### config.mk
export PLATFORM = sky130hd
export DESIGN_NAME = ftr_front
export DESIGN_NICKNAME = d
export VERILOG_FILES = /design/src/hw/rtl/ftr_pkg.sv /design/src/hw/rtl/ftr_front.sv
export SDC_FILE = /design/constraint.sdc
export NUM_CORES = 1
export LEC_CHECK = 0
export ABC_AREA = 1
export ABC_CLOCK_PERIOD_IN_PS = 4850
export BUFFER_PORTS_ARGS = -buffer_cell sky130_fd_sc_hd__buf_4
export CORE_UTILIZATION = 45
export CTS_CLUSTER_DIAMETER = 30
export DETAILED_ROUTE_END_ITERATION = 6
export GPL_TIMING_DRIVEN = 1
export PLACE_DENSITY = 0.78
export REMOVE_ABC_BUFFERS = 1
export SKIP_LAST_GASP = 1
export SYNTH_ARGS = -nofsm -noshare
export SYNTH_HDL_FRONTEND = slang
export SYNTH_SLANG_ARGS = --single-unit
### constraint.sdc
create_clock -name clk -period 4.85 [get_ports clk]
set_input_delay 0.97 -clock clk [delete_from_list [all_inputs] [get_ports clk]]
set_output_delay 0.97 -clock clk [all_outputs]
set_load 0.02 [all_outputs]
### src/hw/rtl/ftr_pkg.sv
// Shared types and codes for the framebuffer text renderer.
// No dependencies.
package ftr_pkg;
  localparam logic [2:0] REQ_PIXEL  = 3'd0;
  localparam logic [2:0] REQ_FILL   = 3'd1;
  localparam logic [2:0] REQ_CURSOR = 3'd2;
  localparam logic [2:0] REQ_CHAR   = 3'd3;
  localparam logic [2:0] REQ_FONT   = 3'd4;
  localparam logic [2:0] REQ_READ   = 3'd5;
  localparam logic [1:0] CFG_INVERT = 2'd0;
  localparam logic [1:0] CFG_FWIDTH = 2'd1;
  localparam logic [1:0] CFG_FHEIGHT = 2'd2;
  localparam logic [7:0] FIRST_CODE = 8'd32;
  localparam logic [7:0] LAST_CODE  = 8'd127;

  typedef struct packed {
    logic [2:0]  req_type;
    logic [7:0]  pos_x;
    logic [7:0]  pos_y;
    logic        pixel_color;
    logic [7:0]  char_code;
    logic [10:0] font_address;
    logic [15:0] font_word;
    logic [9:0]  frame_address;
    logic        reject;
  } cmd_t;

  typedef struct packed {
    logic       status;
    logic [7:0] read_byte;
    logic [7:0] char_echo;
  } result_t;
endpackage

### src/hw/rtl/ftr_front.sv
// Front end: accepts requests, checks codes and buffers them in a short queue.
// Depends on ftr_pkg.
module ftr_front (
  input  logic          clk,
  input  logic          rst_n,
  input  logic          in_valid,
  output logic          in_ready,
  input  ftr_pkg::cmd_t in_cmd,
  output logic          q_valid,
  input  logic          q_ready,
  output ftr_pkg::cmd_t q_cmd
);
  import ftr_pkg::*;
  cmd_t        slot_r [2];
  logic [1:0]  cnt_r, cnt_nxt;
  logic        wp_r, rp_r;
  logic        push, pop;
  cmd_t        c;

  always_comb begin
    c = in_cmd;
    c.reject = (in_cmd.req_type > REQ_READ);
  end

  assign in_ready = (cnt_r != 2'd2);
  assign push = in_valid && in_ready;
  assign q_valid = (cnt_r != 2'd0);
  assign pop = q_valid && q_ready;
  assign q_cmd = slot_r[rp_r];
  assign cnt_nxt = cnt_r + {1'b0, push} - {1'b0, pop};

  always_ff @(posedge clk) begin
    if (!rst_n) begin
      cnt_r <= '0;
      wp_r <= 1'b0;
      rp_r <= 1'b0;
    end else begin
      cnt_r <= cnt_nxt;
      if (push) wp_r <= ~wp_r;
      if (pop) rp_r <= ~rp_r;
    end
  end

  always_ff @(posedge clk) begin
    if (push) slot_r[wp_r] <= c;
  end
endmodule

Word-level counts from Yosys, hierarchy flattened
Memories as Yosys holds them, arrays and structs flattened. A register that Yosys moved wholly into a read port is not among the register bits.
Cells that the tools add are included.
W data, S select, Z words.
- register bits: 4
- latch bits: 0
- RAM bits: 132
- memory bits (read-only): 0
- bits of input ports: 70
- output and inout bits: 68
- logic and storage cells: 17
- memories: 1
- $add $sub $neg: 2
- $mul: 0
- divide/modulo/power cells: 0
- order comparisons: 1
- equal/unequal tests: 1
- shift operators: 0
- muxes and demuxes: 4
- bitwise logic cells: 2
- reductions and logical operators: 3
- memory list (name ; depth ; bits a word ; rd ports ; clocked after memory_dff ; wr ports ; line ; text):
    slot_r ; 2 ; 66 ; 1 ; 1 ; 1 ; ftr_front.sv:14 ; cmd_t slot_r [2];
- operators by type and width (cell ; count):
    $mux W1 ; 4
    $gt A3 B3 Y1 const B ; 1
    $add A2 B1 Y2 ; 1
    $logic_and A1 B1 Y1 ; 2
    $ne A2 B2 Y1 const B ; 1
    $not A1 Y1 ; 2
    $reduce_bool A2 Y1 ; 1
    $sub A2 B1 Y2 ; 1

Longest topological paths before layout
- depth in word-level cells: 4
- depth in mapped cells: 11

Worst setup path after synthesis
Ideal clock, no wire load.
- kind: input -> register
- from: in in_valid
- to: mem slot_r[0][0] in the netlist's numbering, enable pin
- setup time: 490 ps
- arrival: 3806 ps
- slack: 553 ps
- cell stages on the path: 2
- buffers on the path: 0
- cells stage by stage: nand2_1 > nor2_1
- longest elaborated chain between the ends: 3
- RTL lines (what ; line ; text):
    from (decl) ; ftr_front.sv:6 ; input logic in_valid,
    $logic_and A1 B1 Y1 ; ftr_front.sv:26 ; assign push = in_valid && in_ready;
    $mux W1 ; ftr_front.sv:45 ; if (push) slot_r[wp_r] <= c;
    $mux W1 (implied by the code) ; ftr_front.sv:45 ;
    to (decl) ; ftr_front.sv:14 ;
Every way passes these cells.

==> summary.txt <==
Vias/cell -> 4.79
Rows -> 38
Mapped Area -> 5170 um^2
Synth top area share -> 76.7%
CP required -> 3880 ps
WP depth -> 2
Core Footprint -> 11000 um^2
CP Capture Type -> primary output
via count -> 2613
worst setup path class -> flop to primary output
R2R Path End -> slot_r[1][59]
CTS tree -> built
Routed WL per cell -> 15.9 um
crit-path cells -> mux2_2 > buf_4
drt initial violations -> 115
postcts setup bufs -> 0
CP delay by family, top -> flip-flops
initial antenna violation count -> 0
post-route ant nets -> 0
P&R area growth vs syn -> 34.1%
# placed instances -> 514
Max IR drop VDD -> 309 uV
setup tns final -> 0 ps
Setup-failing EPs final -> 0
Clock Pin Slew Worst Setup and Hold Paths -> 60 ps
main area contributors after synthesis -> edfxtp_1 77%, mux2_4 12%, mux2_2 5.7%
total gr overflow -> 0
fin crit share -> 63.1%
CTS sink cnt -> 137
Synth cell types -> 12
final core utilization -> 62.9%
Finished Layout Cells -> 546
Pwr Density -> 563 nW/um^2
Root Buffer -> clkbuf_16
drt total wl -> 8.70 mm
routability cong. -> 0.670
Power Total -> 3.91 mW
first-pass GRT wire length -> 13.0 mm
CP max-delay cell -> dfxtp_4
worst r2r src -> cnt_r[0]
drt pass-1 iters -> 4
number of global-route vias before repair -> 2741
drt drc -> 0
Slew HR -> 26.7%
clk buf depth -> 2
hold_buf cts -> 0
Die Width -> 109 um
Fin. Hold Viols -> 0
average size of a mapped cell -> 21.3 um^2
TritonCTS Buffers -> 17
overall routing resource usage -> 15.2%
largest net degree at the start of global routing -> 67
status -> finished, final reports clean
clock insertion delay at the later pin of the skew report -> 400 ps
post-synthesis sequential area ratio -> 78.6%
num ports -> 138
type of the most critical hold path -> flop to flop
worst slew pin tran -> 1100 ps
share of cells above drive strength 1 -> 57.6%
Setup Skew -> 5.72 ps
RSZ-0062 raised after global routing -> no
Warnings, synthesis -> 0
post-cts sizing count -> 0
Synth area leader -> edfxtp_1
CTS H-tree depth -> 4
Gate Count Post-Synth -> 243
hpwl dp -> 5.59 mm
die area -> 11900 um^2
Max-Cap Viols -> 0
peak fanout along the critical path -> 66
Starting Density -> 46.9%
synthesized flop and latch total -> 137
R2R Setup Slk -> 2640 ps
highest clock rate -> 327 MHz
clock period minus worst slack -> 3060 ps
leak pwr -> 2.71 nW
CP max stage delay -> 1070 ps
Crit path buffers/inverters -> 1
Slew Viols, Final -> 0
Reg2Reg Depth -> 5
ant diodes -> 0
Setup crit end -> q_cmd[2]
Port Buffers -> 136
NumNets Final -> 465
Critical Path AT -> 2090 ps
Die H -> 109 um
Worst setup SP type -> flop
==> cells by family (layout without fill, tap and decap cells) <==
logic type	after synthesis	count (layout)	synth area share, %
compound gates	2	2	0.194
fa+ha+maj	2	2	0.484
buf+inv	15	178	1.86
flops	137	137	78.6
mux	66	66	17.3
simple gates	21	21	1.60
==> sequential cells by signal (all words and copies together), names as in the netlist, named ones only <==
| signal | cells |
|---|---|
| cnt_r | 2 |
| wp_r | 1 |
| rp_r | 1 |
| slot_r | 132 |
==> per-stage QoR <==
| stage | hold WS, ps | instance area [um^2] | worst slack [ps] |
|---|---|---|---|
| final | 502 | 6940 | 1790 |
| after global routing | 529 | 6940 | 1680 |
| after CTS | 512 | 6940 | 1720 |
| after detailed placement | 495 | 6330 | 2070 |
| after global placement | 484 | 6330 | 2090 |
| after floorplan | 467 | 5100 | 553 |
==> cells in the final DEF, fill, tap and decap left out, drive strengths merged <==
cell and n:
nand2 10, mux2 66, nor2 8, clkinvlp 4, clkbuf 17, clkinv 7
nand3 3, inv 8, bufinv 4, a21oi 2, edfxtp 132, ha 2
dfxtp 5, buf 138
==> synth_stat cells <==
| master | count |
|---|---|
| mux2_2 | 26 |
| nor2_1 | 8 |
| nand3_1 | 3 |
| nand2_1 | 10 |
| buf_2 | 2 |
| a21oi_1 | 2 |
| buf_6 | 5 |
| edfxtp_1 | 132 |
| inv_1 | 8 |
| mux2_4 | 40 |
| dfxtp_1 | 5 |
| ha_1 | 2 |
==> worst reg2reg max path, cell delays in order (launching register included) <==
cell     delay [ps]
dfxtp_1         350
inv_1            70
nand2_1         120
nand3_1         110
inv_2           740
buf_4           470
==> layer usage <==
metal | global-route usage (%) | share of wire [%] | vias up
li1 | - | - | 1246
met1 | 16.5 | 39 | 1269
met2 | 26.2 | 53 | 90
met3 | 6.46 | 7.3 | 8
met4 | 6.29 | 0.78 | 0
met5 | 0 | 0 | -
==> worst min path at each step <==
stage	from	end	slack (ps)	cells after the start
after detailed placement	rp_r	flop	490	2
final	rp_r	flop	500	2
after floorplan	rp_r	flop	470	2
after CTS	rp_r	flop	510	2
after global routing	rp_r	flop	530	2
after global placement	rp_r	rp_r	480	2
==> power breakdown <==
part	internal (mW)	switching (mW)	total (mW)	leakage, nW
Sequential	1.50	0.121	1.62	1.28
Clock	0.850	0.460	1.31	0.282
Combinational	0.498	0.476	0.974	1.15
==> final cells by class <==
type / count / area, um^2
tap: 140 / 175
fill: 807 / 4100
inverter: 8 / 30.0
sequential: 137 / 4070
clock buffer: 17 / 425
multi-input combinational: 91 / 1020
timing repair buffer: 138 / 1040
clock inverter: 15 / 183
Note: power is estimated with default switching activity, not from simulation.
